--- config.mk ---
export PLATFORM = sky130hd
export DESIGN_NAME = hex_record_parser
export DESIGN_NICKNAME = d
export VERILOG_FILES = /design/src/hrp_pkg.sv /design/src/hrp_front.sv /design/src/hrp_back.sv /design/src/hrp_result_queue.sv /design/src/hex_record_parser.sv
export SDC_FILE = /design/constraint.sdc
export NUM_CORES = 1
export LEC_CHECK = 0
export BUFFER_PORTS_ARGS = -buffer_cell sky130_fd_sc_hd__buf_2
export CAP_MARGIN = 20
export CELL_PAD_IN_SITES_DETAIL_PLACEMENT = 1
export CELL_PAD_IN_SITES_GLOBAL_PLACEMENT = 2
export CORE_ASPECT_RATIO = 0.9
export CORE_UTILIZATION = 38
export DETAILED_ROUTE_END_ITERATION = 8
export HOLD_SLACK_MARGIN = 0.08
export PLACE_DENSITY = 0.74
export SYNTH_ARGS = -nofsm -noshare
export SYNTH_HDL_FRONTEND = slang
export SYNTH_SLANG_ARGS = --single-unit
--- constraint.sdc ---
create_clock -name clk -period 3.4 [get_ports clk]
set_clock_uncertainty 0.05 [all_clocks]
set_input_delay 0.34 -clock clk [delete_from_list [all_inputs] [get_ports clk]]
set_output_delay 0.34 -clock clk [all_outputs]
set_load 0.03 [all_outputs]
--- src/hrp_pkg.sv ---
// Shared types and constants for the hex record parser.
package hrp_pkg;

  // Queue sizes between the parts of the block
  localparam int CmdDepth = 4;
  localparam int CmdPtrW  = $clog2(CmdDepth);
  localparam int CmdCntW  = $clog2(CmdDepth + 1);
  localparam int ResDepth = 4;
  localparam int ResPtrW  = $clog2(ResDepth);
  localparam int ResCntW  = $clog2(ResDepth + 1);

  // Result kinds
  localparam logic [1:0] KIND_DATA   = 2'd0;
  localparam logic [1:0] KIND_RECORD = 2'd1;
  localparam logic [1:0] KIND_ERROR  = 2'd2;

  // Error codes
  localparam logic [2:0] ERR_NONE     = 3'd0;
  localparam logic [2:0] ERR_END      = 3'd1;
  localparam logic [2:0] ERR_COLON    = 3'd2;
  localparam logic [2:0] ERR_HEX      = 3'd3;
  localparam logic [2:0] ERR_NEWLINE  = 3'd4;
  localparam logic [2:0] ERR_CHECKSUM = 3'd5;

  localparam logic [15:0] LINE_MAX  = 16'hffff;
  localparam logic [7:0]  TYPE_EOF  = 8'h01;

  // Parser phase
  typedef enum logic [2:0] {
    PH_COLON    = 3'd0,
    PH_LENGTH   = 3'd1,
    PH_ADDRESS  = 3'd2,
    PH_TYPE     = 3'd3,
    PH_DATA     = 3'd4,
    PH_CHECKSUM = 3'd5,
    PH_NEWLINE  = 3'd6,
    PH_WHITE    = 3'd7
  } phase_t;

  // One classified character
  typedef struct packed {
    logic       eoi;
    logic       is_hex;
    logic [3:0] hex_val;
    logic       is_colon;
    logic       is_lf;
    logic       is_cr;
    logic       is_space;
  } cmd_t;

  // One result beat
  typedef struct packed {
    logic [1:0]  kind;
    logic [15:0] byte_address;
    logic [7:0]  record_type;
    logic [7:0]  data_byte;
    logic [2:0]  error_code;
    logic [15:0] line_number;
    logic        last;
  } res_t;

  // Queue fill levels, reported to the top level
  typedef struct packed {
    logic [CmdCntW-1:0] cmd_count;
    logic [ResCntW-1:0] res_count;
  } hrp_status_t;

endpackage

--- src/hrp_front.sv ---
// Front part: classifies characters and holds them in a short queue.
module hrp_front (
  input  logic                clk,
  input  logic                rst,
  input  logic                push,
  output logic                full,
  input  logic [7:0]          char_in,
  input  logic                end_of_input,
  output logic                cmd_valid,
  output hrp_pkg::cmd_t       cmd,
  input  logic                cmd_pop,
  output logic [hrp_pkg::CmdCntW-1:0] cmd_count
);
  import hrp_pkg::*;

  cmd_t               q [CmdDepth];
  logic [CmdPtrW-1:0] wr_ptr;
  logic [CmdPtrW-1:0] rd_ptr;
  logic [CmdCntW-1:0] count;
  logic [CmdCntW-1:0] count_next;
  cmd_t               cls;
  logic               take;
  logic               give;

  // Character classification
  always_comb begin
    cls          = '0;
    cls.eoi      = end_of_input;
    cls.is_colon = (char_in == 8'h3a);
    cls.is_lf    = (char_in == 8'h0a);
    cls.is_cr    = (char_in == 8'h0d);
    cls.is_space = (char_in == 8'h20) || (char_in >= 8'h09 && char_in <= 8'h0d);
    if (char_in >= 8'h30 && char_in <= 8'h39) begin
      cls.is_hex  = 1'b1;
      cls.hex_val = char_in[3:0];
    end else if ((char_in >= 8'h61 && char_in <= 8'h66) ||
                 (char_in >= 8'h41 && char_in <= 8'h46)) begin
      cls.is_hex  = 1'b1;
      cls.hex_val = char_in[3:0] + 4'd9;
    end
  end

  assign full      = (count == CmdCntW'(CmdDepth));
  assign take      = push && !full;
  assign cmd_valid = (count != '0);
  assign give      = cmd_pop && cmd_valid;
  assign cmd       = q[rd_ptr];
  assign cmd_count = count;

  always_comb begin
    count_next = count;
    if (take && !give) count_next = count + CmdCntW'(1);
    if (!take && give) count_next = count - CmdCntW'(1);
  end

  // Queue pointers
  always_ff @(posedge clk) begin
    if (rst) begin
      wr_ptr <= '0;
      rd_ptr <= '0;
      count  <= '0;
    end else begin
      if (take) wr_ptr <= wr_ptr + CmdPtrW'(1);
      if (give) rd_ptr <= rd_ptr + CmdPtrW'(1);
      count <= count_next;
    end
  end

  // Queue storage
  always_ff @(posedge clk) begin
    if (take) q[wr_ptr] <= cls;
  end

endmodule

--- src/hrp_back.sv ---
// Back part: record parser state machine, up to two results per character.
module hrp_back (
  input  logic          clk,
  input  logic          rst,
  input  logic          cmd_valid,
  input  hrp_pkg::cmd_t cmd,
  output logic          cmd_pop,
  input  logic          room,
  output logic [1:0]    res_n,
  output hrp_pkg::res_t res0,
  output hrp_pkg::res_t res1
);
  import hrp_pkg::*;

  phase_t      phase, phase_next;
  logic [2:0]  digits_left, digits_left_next;
  logic [15:0] accumulator, accumulator_next;
  logic [7:0]  record_length, record_length_next;
  logic [15:0] record_address, record_address_next;
  logic [7:0]  type_value, type_value_next;
  logic [7:0]  data_index, data_index_next;
  logic [7:0]  running_sum, running_sum_next;
  logic [15:0] line_count, line_count_next;
  logic        stopped, stopped_next;

  logic        fire;
  logic        act;
  logic [15:0] acc_shift;
  logic [2:0]  dl_dec;
  logic [7:0]  v;
  logic [15:0] line_cur;

  function automatic res_t mk_res(logic [1:0] kind, logic [15:0] addr, logic [7:0] typ,
                                  logic [7:0] data, logic [2:0] err, logic [15:0] line,
                                  logic lst);
    res_t r;
    r.kind         = kind;
    r.byte_address = addr;
    r.record_type  = typ;
    r.data_byte    = data;
    r.error_code   = err;
    r.line_number  = line;
    r.last         = lst;
    return r;
  endfunction

  assign fire      = cmd_valid && room;
  assign cmd_pop   = fire;
  assign act       = fire && !stopped;
  assign acc_shift = {accumulator[11:0], cmd.hex_val};
  assign dl_dec    = digits_left - 3'd1;
  assign v         = acc_shift[7:0];
  assign line_cur  = (!cmd.eoi && cmd.is_lf && line_count != LINE_MAX) ?
                     line_count + 16'd1 : line_count;

  // Next-state logic
  always_comb begin
    phase_next          = phase;
    digits_left_next    = digits_left;
    accumulator_next    = accumulator;
    record_length_next  = record_length;
    record_address_next = record_address;
    type_value_next     = type_value;
    data_index_next     = data_index;
    running_sum_next    = running_sum;
    line_count_next     = line_count;
    stopped_next        = stopped;
    if (act) begin
      line_count_next = line_cur;
      if (cmd.eoi) begin
        // every end of input halts, with or without a record result first
        stopped_next = 1'b1;
      end else begin
        unique case (phase)
          PH_COLON: begin
            if (!cmd.is_colon) begin
              stopped_next = 1'b1;
            end else begin
              phase_next       = PH_LENGTH;
              digits_left_next = 3'd2;
              accumulator_next = '0;
              running_sum_next = '0;
            end
          end
          PH_LENGTH, PH_ADDRESS, PH_TYPE, PH_DATA, PH_CHECKSUM: begin
            if (!cmd.is_hex) begin
              stopped_next = 1'b1;
            end else if (dl_dec != 3'd0) begin
              accumulator_next = acc_shift;
              digits_left_next = dl_dec;
            end else begin
              accumulator_next = '0;
              digits_left_next = 3'd2;
              unique case (phase)
                PH_LENGTH: begin
                  record_length_next = v;
                  running_sum_next   = running_sum + v;
                  phase_next         = PH_ADDRESS;
                  digits_left_next   = 3'd4;
                end
                PH_ADDRESS: begin
                  record_address_next = acc_shift;
                  running_sum_next    = running_sum + acc_shift[15:8] + acc_shift[7:0];
                  phase_next          = PH_TYPE;
                end
                PH_TYPE: begin
                  type_value_next  = v;
                  running_sum_next = running_sum + v;
                  data_index_next  = '0;
                  phase_next       = (record_length == 8'd0) ? PH_CHECKSUM : PH_DATA;
                end
                PH_DATA: begin
                  running_sum_next = running_sum + v;
                  data_index_next  = data_index + 8'd1;
                  if (data_index + 8'd1 == record_length) phase_next = PH_CHECKSUM;
                end
                default: begin
                  running_sum_next = running_sum + v;
                  phase_next       = PH_NEWLINE;
                end
              endcase
            end
          end
          PH_NEWLINE: begin
            if (cmd.is_lf || cmd.is_cr) phase_next = PH_WHITE;
            else stopped_next = 1'b1;
          end
          PH_WHITE: begin
            if (!cmd.is_space) begin
              // close the record, then the same character opens the next one
              if (running_sum != 8'd0 || type_value == TYPE_EOF || !cmd.is_colon) begin
                stopped_next = 1'b1;
              end else begin
                phase_next       = PH_LENGTH;
                digits_left_next = 3'd2;
                accumulator_next = '0;
                running_sum_next = '0;
              end
            end
          end
          default: stopped_next = 1'b1;
        endcase
      end
    end
  end

  // Result logic
  always_comb begin
    res_n = 2'd0;
    res0  = '0;
    res1  = '0;
    if (act) begin
      if (cmd.eoi) begin
        if (phase == PH_WHITE) begin
          if (running_sum != 8'd0) begin
            res0  = mk_res(KIND_ERROR, record_address, type_value, 8'd0, ERR_CHECKSUM,
                           line_cur, 1'b1);
            res_n = 2'd1;
          end else if (type_value == TYPE_EOF) begin
            res0  = mk_res(KIND_RECORD, record_address, type_value, 8'd0, ERR_NONE,
                           line_cur, 1'b1);
            res_n = 2'd1;
          end else begin
            res0  = mk_res(KIND_RECORD, record_address, type_value, 8'd0, ERR_NONE,
                           line_cur, 1'b0);
            res1  = mk_res(KIND_ERROR, 16'd0, 8'd0, 8'd0, ERR_END, line_cur, 1'b1);
            res_n = 2'd2;
          end
        end else begin
          res0  = mk_res(KIND_ERROR, 16'd0, 8'd0, 8'd0, ERR_END, line_cur, 1'b1);
          res_n = 2'd1;
        end
      end else begin
        unique case (phase)
          PH_COLON: begin
            if (!cmd.is_colon) begin
              res0  = mk_res(KIND_ERROR, 16'd0, 8'd0, 8'd0, ERR_COLON, line_cur, 1'b1);
              res_n = 2'd1;
            end
          end
          PH_LENGTH, PH_ADDRESS, PH_TYPE, PH_DATA, PH_CHECKSUM: begin
            if (!cmd.is_hex) begin
              res0  = mk_res(KIND_ERROR, 16'd0, 8'd0, 8'd0, ERR_HEX, line_cur, 1'b1);
              res_n = 2'd1;
            end else if (phase == PH_DATA && dl_dec == 3'd0) begin
              res0  = mk_res(KIND_DATA, record_address + {8'd0, data_index}, type_value,
                             v, ERR_NONE, line_cur, 1'b1);
              res_n = 2'd1;
            end
          end
          PH_NEWLINE: begin
            if (!(cmd.is_lf || cmd.is_cr)) begin
              res0  = mk_res(KIND_ERROR, 16'd0, 8'd0, 8'd0, ERR_NEWLINE, line_cur, 1'b1);
              res_n = 2'd1;
            end
          end
          PH_WHITE: begin
            if (!cmd.is_space) begin
              if (running_sum != 8'd0) begin
                res0  = mk_res(KIND_ERROR, record_address, type_value, 8'd0, ERR_CHECKSUM,
                               line_cur, 1'b1);
                res_n = 2'd1;
              end else if (type_value == TYPE_EOF || cmd.is_colon) begin
                res0  = mk_res(KIND_RECORD, record_address, type_value, 8'd0, ERR_NONE,
                               line_cur, 1'b1);
                res_n = 2'd1;
              end else begin
                res0  = mk_res(KIND_RECORD, record_address, type_value, 8'd0, ERR_NONE,
                               line_cur, 1'b0);
                res1  = mk_res(KIND_ERROR, 16'd0, 8'd0, 8'd0, ERR_COLON, line_cur, 1'b1);
                res_n = 2'd2;
              end
            end
          end
          default: res_n = 2'd0;
        endcase
      end
    end
  end

  // State registers
  always_ff @(posedge clk) begin
    if (rst) begin
      phase          <= PH_COLON;
      digits_left    <= '0;
      accumulator    <= '0;
      record_length  <= '0;
      record_address <= '0;
      type_value     <= '0;
      data_index     <= '0;
      running_sum    <= '0;
      line_count     <= 16'd1;
      stopped        <= 1'b0;
    end else begin
      phase          <= phase_next;
      digits_left    <= digits_left_next;
      accumulator    <= accumulator_next;
      record_length  <= record_length_next;
      record_address <= record_address_next;
      type_value     <= type_value_next;
      data_index     <= data_index_next;
      running_sum    <= running_sum_next;
      line_count     <= line_count_next;
      stopped        <= stopped_next;
    end
  end

endmodule

--- src/hrp_result_queue.sv ---
// Result queue: takes up to two beats per cycle, gives one.
module hrp_result_queue (
  input  logic                        clk,
  input  logic                        rst,
  input  logic [1:0]                  res_n,
  input  hrp_pkg::res_t               res0,
  input  hrp_pkg::res_t               res1,
  output logic                        room,
  input  logic                        pop,
  output logic                        empty,
  output hrp_pkg::res_t               head,
  output logic [hrp_pkg::ResCntW-1:0] res_count
);
  import hrp_pkg::*;

  res_t               q [ResDepth];
  logic [ResPtrW-1:0] wr_ptr;
  logic [ResPtrW-1:0] rd_ptr;
  logic [ResCntW-1:0] count;
  logic               give;

  // room for a two-beat burst, counted before this cycle's pop
  assign room      = (count <= ResCntW'(ResDepth - 2));
  assign empty     = (count == '0);
  assign give      = pop && !empty;
  assign head      = q[rd_ptr];
  assign res_count = count;

  always_ff @(posedge clk) begin
    if (rst) begin
      wr_ptr <= '0;
      rd_ptr <= '0;
      count  <= '0;
    end else begin
      wr_ptr <= wr_ptr + ResPtrW'(res_n);
      if (give) rd_ptr <= rd_ptr + ResPtrW'(1);
      count <= count + ResCntW'(res_n) - ResCntW'(give);
    end
  end

  // Storage
  always_ff @(posedge clk) begin
    if (res_n != 2'd0) q[wr_ptr] <= res0;
    if (res_n == 2'd2) q[wr_ptr + ResPtrW'(1)] <= res1;
  end

endmodule

--- src/hex_record_parser.sv ---
// Intel HEX record parser top level: front classifier, back parser, result queue.
//
// Input channel: one character (char_in) or an end-of-input mark (end_of_input)
// per beat, taken when push is high and full is low. Result channel: the oldest
// result stands on kind, byte_address, record_type, data_byte, error_code,
// line_number and last while empty is low; pop takes it.
// A character gives zero, one or two results; last marks the final one of it.
// Path: a taken character is written into the front queue; the parser steps on
// it when the result queue has room and writes its results into the result
// queue, whose head shows on the outputs.
// Throughput: one character per cycle while the consumer pops every cycle; the
// parser steps only when the result queue has room for two beats, so a
// character that gives two results can make it wait for the queue to drain.
// Stall: with pop low the result queue fills, the parser holds, the 4-entry
// front queue fills and full rises; nothing is lost.
// Reset (rst, synchronous): both queues empty, parser waits for a colon, line
// count 1. After an error or an accepted EOF record the parser is halted: it
// keeps taking characters but gives no results until reset.
module hex_record_parser (
  input  logic        clk,
  input  logic        rst,
  input  logic        push,
  output logic        full,
  input  logic [7:0]  char_in,
  input  logic        end_of_input,
  output logic        empty,
  input  logic        pop,
  output logic [1:0]  kind,
  output logic [15:0] byte_address,
  output logic [7:0]  record_type,
  output logic [7:0]  data_byte,
  output logic [2:0]  error_code,
  output logic [15:0] line_number,
  output logic        last
);
  import hrp_pkg::*;

  logic        cmd_valid;
  cmd_t        cmd;
  logic        cmd_pop;
  logic        room;
  logic [1:0]  res_n;
  res_t        res0;
  res_t        res1;
  res_t        head;
  hrp_status_t status;

  hrp_front u_front (
    .clk          (clk),
    .rst          (rst),
    .push         (push),
    .full         (full),
    .char_in      (char_in),
    .end_of_input (end_of_input),
    .cmd_valid    (cmd_valid),
    .cmd          (cmd),
    .cmd_pop      (cmd_pop),
    .cmd_count    (status.cmd_count)
  );

  hrp_back u_back (
    .clk       (clk),
    .rst       (rst),
    .cmd_valid (cmd_valid),
    .cmd       (cmd),
    .cmd_pop   (cmd_pop),
    .room      (room),
    .res_n     (res_n),
    .res0      (res0),
    .res1      (res1)
  );

  hrp_result_queue u_results (
    .clk       (clk),
    .rst       (rst),
    .res_n     (res_n),
    .res0      (res0),
    .res1      (res1),
    .room      (room),
    .pop       (pop),
    .empty     (empty),
    .head      (head),
    .res_count (status.res_count)
  );

  assign kind         = head.kind;
  assign byte_address = head.byte_address;
  assign record_type  = head.record_type;
  assign data_byte    = head.data_byte;
  assign error_code   = head.error_code;
  assign line_number  = head.line_number;
  assign last         = head.last;

  // Checks
  a_reset_empties: assert property (@(posedge clk)
    rst |=> (empty && !full && status.cmd_count == '0))
    else $error("queues not empty after reset");

  a_res_bound: assert property (@(posedge clk) disable iff (rst)
    status.res_count <= ResCntW'(ResDepth))
    else $error("result queue overfilled");

  a_result_held: assert property (@(posedge clk) disable iff (rst)
    (!empty && !pop) |=> !empty)
    else $error("waiting result dropped");

  a_burst_room: assert property (@(posedge clk) disable iff (rst)
    (res_n != 2'd0) |-> room)
    else $error("results written without room");

endmodule

### Yosys cells after proc, flatten, opt, wreduce, memory -nomap -nowiden

Memory sizes are Yosys's and may differ from the RTL's. A register that Yosys moved wholly into a read port is not among the register bits.
Index checks and enable logic that the tools add are counted.
W data, S select, Z words.

| storage, ports and cells | value |
|---|---|
| bits in latches | 0 |
| bits in read-only memories | 0 |
| logic and storage cells | 209 |
| memories | 2 |
| RAM bits | 256 |
| input bits | 13 |
| bits in registers | 97 |

Memory list:

| memory | words | bits a word | read ports | clocked after Yosys merged registers in | wr ports | RTL line | source |
|---|---|---|---|---|---|---|---|
| u_results.q | 4 | 54 | 1 | 1 | 2 | hrp_result_queue.sv:16 | `res_t q [ResDepth];` |
| u_front.q | 4 | 10 | 1 | 1 | 1 | hrp_front.sv:16 | `cmd_t q [CmdDepth];` |

| cells by class | value |
|---|---|
| reductions and logical operators | 47 |
| eq/ne operators | 28 |
| multipliers | 0 |
| multiplexer cells | 88 |
| bitwise logic cells | 2 |
| shift-type cells | 0 |
| $lt $le $gt $ge | 9 |
| div/mod/pow operators | 0 |
| add/subtract/negate cells | 17 |

Operators with widths:

| operator | number |
|---|---|
| $mux W54 | 18 |
| $pmux W54 S4 | 1 |
| $mux W12 | 5 |
| $mux W52 | 1 |
| $mux W8 | 6 |
| $mux W3 | 15 |
| $pmux W12 S3 | 1 |
| $reduce_and A6 Y1 | 5 |
| $mux W2 | 13 |
| $add A8 B8 Y8 | 3 |
| $pmux W3 S4 | 2 |
| $pmux W8 S3 | 1 |
| $mux W1 | 18 |
| $add A16 B1 Y16 const B | 1 |
| $add A16 B8 Y16 | 1 |
| $eq A8 B4 Y1 const B | 2 |
| $eq A8 B6 Y1 const B | 2 |
| $ge A8 B7 Y1 const B | 2 |
| $le A8 B7 Y1 const B | 2 |
| $mux W16 | 1 |
| $ne A16 B16 Y1 const B | 1 |
| $pmux W8 S2 | 1 |
| $eq A3 B3 Y1 const B | 5 |
| $ne A3 B2 Y1 const B | 5 |
| other kinds (38) | 79 |

### Longest topological paths before layout

| logic depth | value |
|---|---|
| word-level depth | 11 |
| mapped depth | 13 |
| depth with buffers taken out | 12 |

### By module

Synthesis repeated with hierarchy kept, for this count alone.

| second synthesis, totals | value |
|---|---|
| cell total of the unflattened synthesis | 1,555 |
| area, all modules | 19,481.2 um^2 |

Modules (own cells, without submodules):

| module | times used | cells an instance | area each (um^2) | seq. area each (um^2) |
|---|---|---|---|---|
| hrp_result_queue | 1 | 572 | 10,936.7 | 6,666.4 |
| hrp_back | 1 | 842 | 6,344.8 | 1,661.6 |
| hrp_front | 1 | 141 | 2,199.6 | 1,381.3 |

### Worst setup path before layout

No wires, ideal clock.

| path | value |
|---|---|
| kind | register -> register |
| start | reg with a tool-made name |
| end | reg u_back.running_sum[7] |
| period minus slack after synthesis | 3.205 ns |
| path buffers | 1 |
| path slack | 0.195 ns |
| required time | 3.271 ns |
| arrival time | 3.076 ns |
| cell stages (with the launch flop) | 13 |
| cell sequence | dfxtp_1 buf_4 mux4_2 fa_1 ha_1 inv_1 fa_1 nor2b_1 o21a_1 o211ai_1 o211ai_1 nand4_1 o211ai_1 |

RTL lines:

| item | RTL line | source |
|---|---|---|
| end signal, assigned | hrp_back.sv:242 | `running_sum <= running_sum_next;` |
| end, declared | hrp_back.sv:22 | `logic [7:0] running_sum, running_sum_next;` |

==> key figures <==
Status
  – Status: finished, final reports clean

Yosys
  – Main combinational cell family by area after synthesis: compound AO/OA/AOI/OAI gates
  – Yosys synthesis warning count: 0
  – Xor/xnor share of the synthesized area: 0.03161
  – Post-synthesis sequential element count: 357
  – Compound-Gate Fraction of Synth Area: 0.1486
  – Synth Net Count: 1,607
  – Mux cell area share after synthesis: 0.09671
  – Mapped cell area: 0.01662 mm²
  – Simple-gate share of the synthesized area: 0.1435
  – Syn Area/Cell: 10.79 µm²
  – Yosys cell types: 69
  – Synth Instances: 1,541
  – FFs w/ async S/R, synth: 0
  – Post-synth EDFFs: 120
  – Top FF cell, synth: dfxtp_1
  – Adder-Cell Fraction of Synth Area: 0.04531
  – Post-synthesis sequential area ratio: 0.5021

Clocking
  – Clk buf depth: 3
  – H-Tree Depth: 2
  – CTS tree: yes
  – Worst-path clk slew: 0.06 ns
  – Root Driver: clkbuf_16
  – Total CTS buffers: 40
  – Clk Latency, worst-skew pair: 0.58 ns
  – Clock Sinks: 357

Routing
  – Residual DRC count: 0
  – DRT Pass-1 Iters: 5
  – Routed WL: 48,430 µm
  – Drt via density: 5.623
  – Routed wire per std cell: 21.71 µm
  – Routed Antenna Nets: 0
  – Initial DRC count: 739
  – Vias: 12,540

Global route
  – Vias in the first global route: 12,980
  – First-pass GRT wire length: 76,560 µm
  – Total track usage: 0.2200
  – Pin count of the biggest net entering global routing: 48
  – Initial antenna violation count: 0
  – GR Overflow Total: 0

Final layout
  – N_diodes: 0
  – Layout Nets: 1,710
  – Layout cell share with drive strength beyond 1: 0.1891
  – Fin area: 0.01949 mm²
  – P&R area growth vs syn: 17.21%

Placed design
  – Area of placed instances: 0.01806 mm²
  – Port Buffer Count: 68
  – Gpl congestion: 0.8256
  – Detailed Place HPWL: 33,430 µm
  – Pre-CTS setup slack: -0.004626 ns

STA
  – Max Freq: 307.6 MHz
  – Hold Violations, Final: 0
  – Slew margin rel.: 0.3055
  – Period minus WS final: 3.251 ns
  – Final worst setup slack: 0.1492 ns
  – Fin. max-slew vios: 0
  – Slew @ Worst Pin: 1.042 ns
  – Final number of setup-violating endpoints: 0
  – Fin crit share: 0.9561

Power
  – PwrDens: 683.6 mW/mm²
  – Combinational power share: 0.281
  – Leakage: 0.006933 µW
  – Flop pwr share: 0.377
  – Internal Power: 8844 µW
  – Clk pwr share: 0.342
  – Switching power: 4477 µW
  – Sw frac: 0.3361
  – Max rail drop VDD: 0.0003734 V

Worst setup path
  – Crit Path Max Fanout: 4
  – Crit end category: register
  – Most used cell, CP: o211ai_1
  – CP startpoint kind: register
  – Top delay family on crit path: adder cells
  – Crit path largest cell delay: 0.57 ns
  – Setup CP Type: reg2reg
  – CP arrival: 3.69 ns
  – CP Buf/Inv Count: 1
  – Slowest cell on the critical path: fa_1
  – CP Data Required Time: 3.84 ns
  – Register-to-register setup slack: 0.15 ns
  – CP Cell Sequence: mux4_2 > fa_1 > ha_1 > inv_1 > fa_2 > nor2b_2 > o21a_1 > o211ai_1 > o211ai_1 > nand4_1 > o211ai_1

Run
  – Max-cap violations: 0

Die
  – Die width: 222.5 µm
  – Die ar.: 0.04459 mm²
  – Die Y: 200.4 µm
  – Rows: 72
  – Core area: 0.04306 mm²
  – I/O Pins: 69
  – Initial Utilization: 0.3861

Hold path
  – HP Class: in2reg
[stage by stage]
step           setup TNS (ns)  std cells  power [µW]  hold WS (ns)  utilization
3_5_place_dp        -0.004626       2153        8865        0.3906       0.4195
3_3_place_gp                0       2153        8796        0.3781       0.4195
4_1_cts                     0       2228       13470       0.09009       0.4517
5_1_grt             -0.006223       2231       13920        0.1386       0.4525
2_1_floorplan               0       1541        7407        0.3698            -
6_report                    0       2231       13320        0.1271       0.4525
[cell usage after synthesis (4+ instances only)]
library cell	instances	area, µm²
dfxtp_1	237	4745
nor2_1	164	615.6
nand2_1	139	521.8
edfxtp_1	120	3603
o2bb2ai_1	73	639.4
a21oi_1	72	360.4
o21ai_0	68	340.3
nand3_1	66	330.3
mux4_2	64	1441
clkbuf_1	52	195.2
a22o_1	50	437.9
ha_1	41	513.0
inv_1	38	142.6
xnor2_1	33	289.0
xor2_1	27	236.5
buf_2	25	125.1
nor3_1	19	95.09
and3_1	16	100.1
or2_2	15	93.84
mux2i_1	13	130.1
nand2b_1	13	81.33
nor4_1	13	81.33
a211oi_1	12	90.09
fa_1	12	240.2
or3_1	12	75.07
nand4_1	11	68.82
nor2b_1	11	68.82
o21a_1	11	82.58
a31oi_1	10	62.56
buf_1	9	33.78
o22ai_1	9	56.30
and2_1	8	50.05
nand3b_1	7	52.55
a21o_1	5	37.54
buf_4	5	37.54
o211ai_1	5	37.54
a21oi_2	4	35.03
a22oi_1	4	30.03
[routing by layer]
layer | vias to the layer above | GRT usage | share of wire
met5 | - | 0 | 0
met4 | 0 | 0.05271 | 0.016
met3 | 51 | 0.02971 | 0.034
met2 | 187 | 0.3455 | 0.45
met1 | 6409 | 0.3208 | 0.50
li1 | 5897 | - | -
[cells by family (layout without fill, tap and decap cells)]
| family | after synthesis | in the layout |
|---|---|---|
| compound gates | 351 | 351 |
| simple gates | 511 | 511 |
| flops | 357 | 357 |
| fa+ha+maj | 53 | 53 |
| mux | 80 | 80 |
| xor+xnor | 60 | 60 |
| buf+inv | 129 | 264 |
[power by group through the flow]
stage	Combinational (µW)	Clock, µW	Sequential (µW)
finish	3740	4560	5020
global route	4030	4830	5060
CTS	3770	4670	5020
detailed placement	3750	0	5110
global placement	3700	0	5100
floorplan	2460	0	4940
[layout make-up]
cell class,instances,area [µm²]
clock buffer,56,1124
timing repair buffer,152,1119
clock inverter,18,254.0
tap,555,694.4
fill,4645,23580
sequential,357,8354
multi-input combinational,1055,7799
inverter,38,142.6
[state kept, by name (all words and copies together) (netlist names), 8 cells and up, named ones only]
signal,cells
u_back.type_value,8
u_back.record_length,8
u_back.line_count,16
u_back.accumulator,12
u_back.data_index,8
u_back.running_sum,8
u_back.record_address,16
u_front.q,40
u_results.q,216
[layout by cell type, fill, tap and decap left out, drive strengths merged, types with 33 or more instances in the layout]
cell type / count
a22o: 50
dfxtp: 237
mux4: 64
o21ai: 70
o2bb2ai: 73
nand3: 66
nor2: 164
edfxtp: 120
inv: 38
xnor2: 33
nand2: 139
clkbuf: 56
a21oi: 76
buf: 151
ha: 41
[final timing paths]
kind,from,to,depth (start not counted)
max,register,u_back.running_sum[7],11
min,rst,u_results.wr_ptr[0],2
max reg2reg,register,u_back.running_sum[7],11
min reg2reg,u_results.q[1][39],u_results.q[1][39],2
[timing repair]
action	CTS	global route
gates cloned	0	0
buffers inserted	0	2
hold buffers	1	0
resized for setup	1	4
endpoints found under the setup margin	1	14
pin swaps	0	2
endpoints found under the hold margin	4	0
Note: power is estimated with default switching activity, not from simulation.
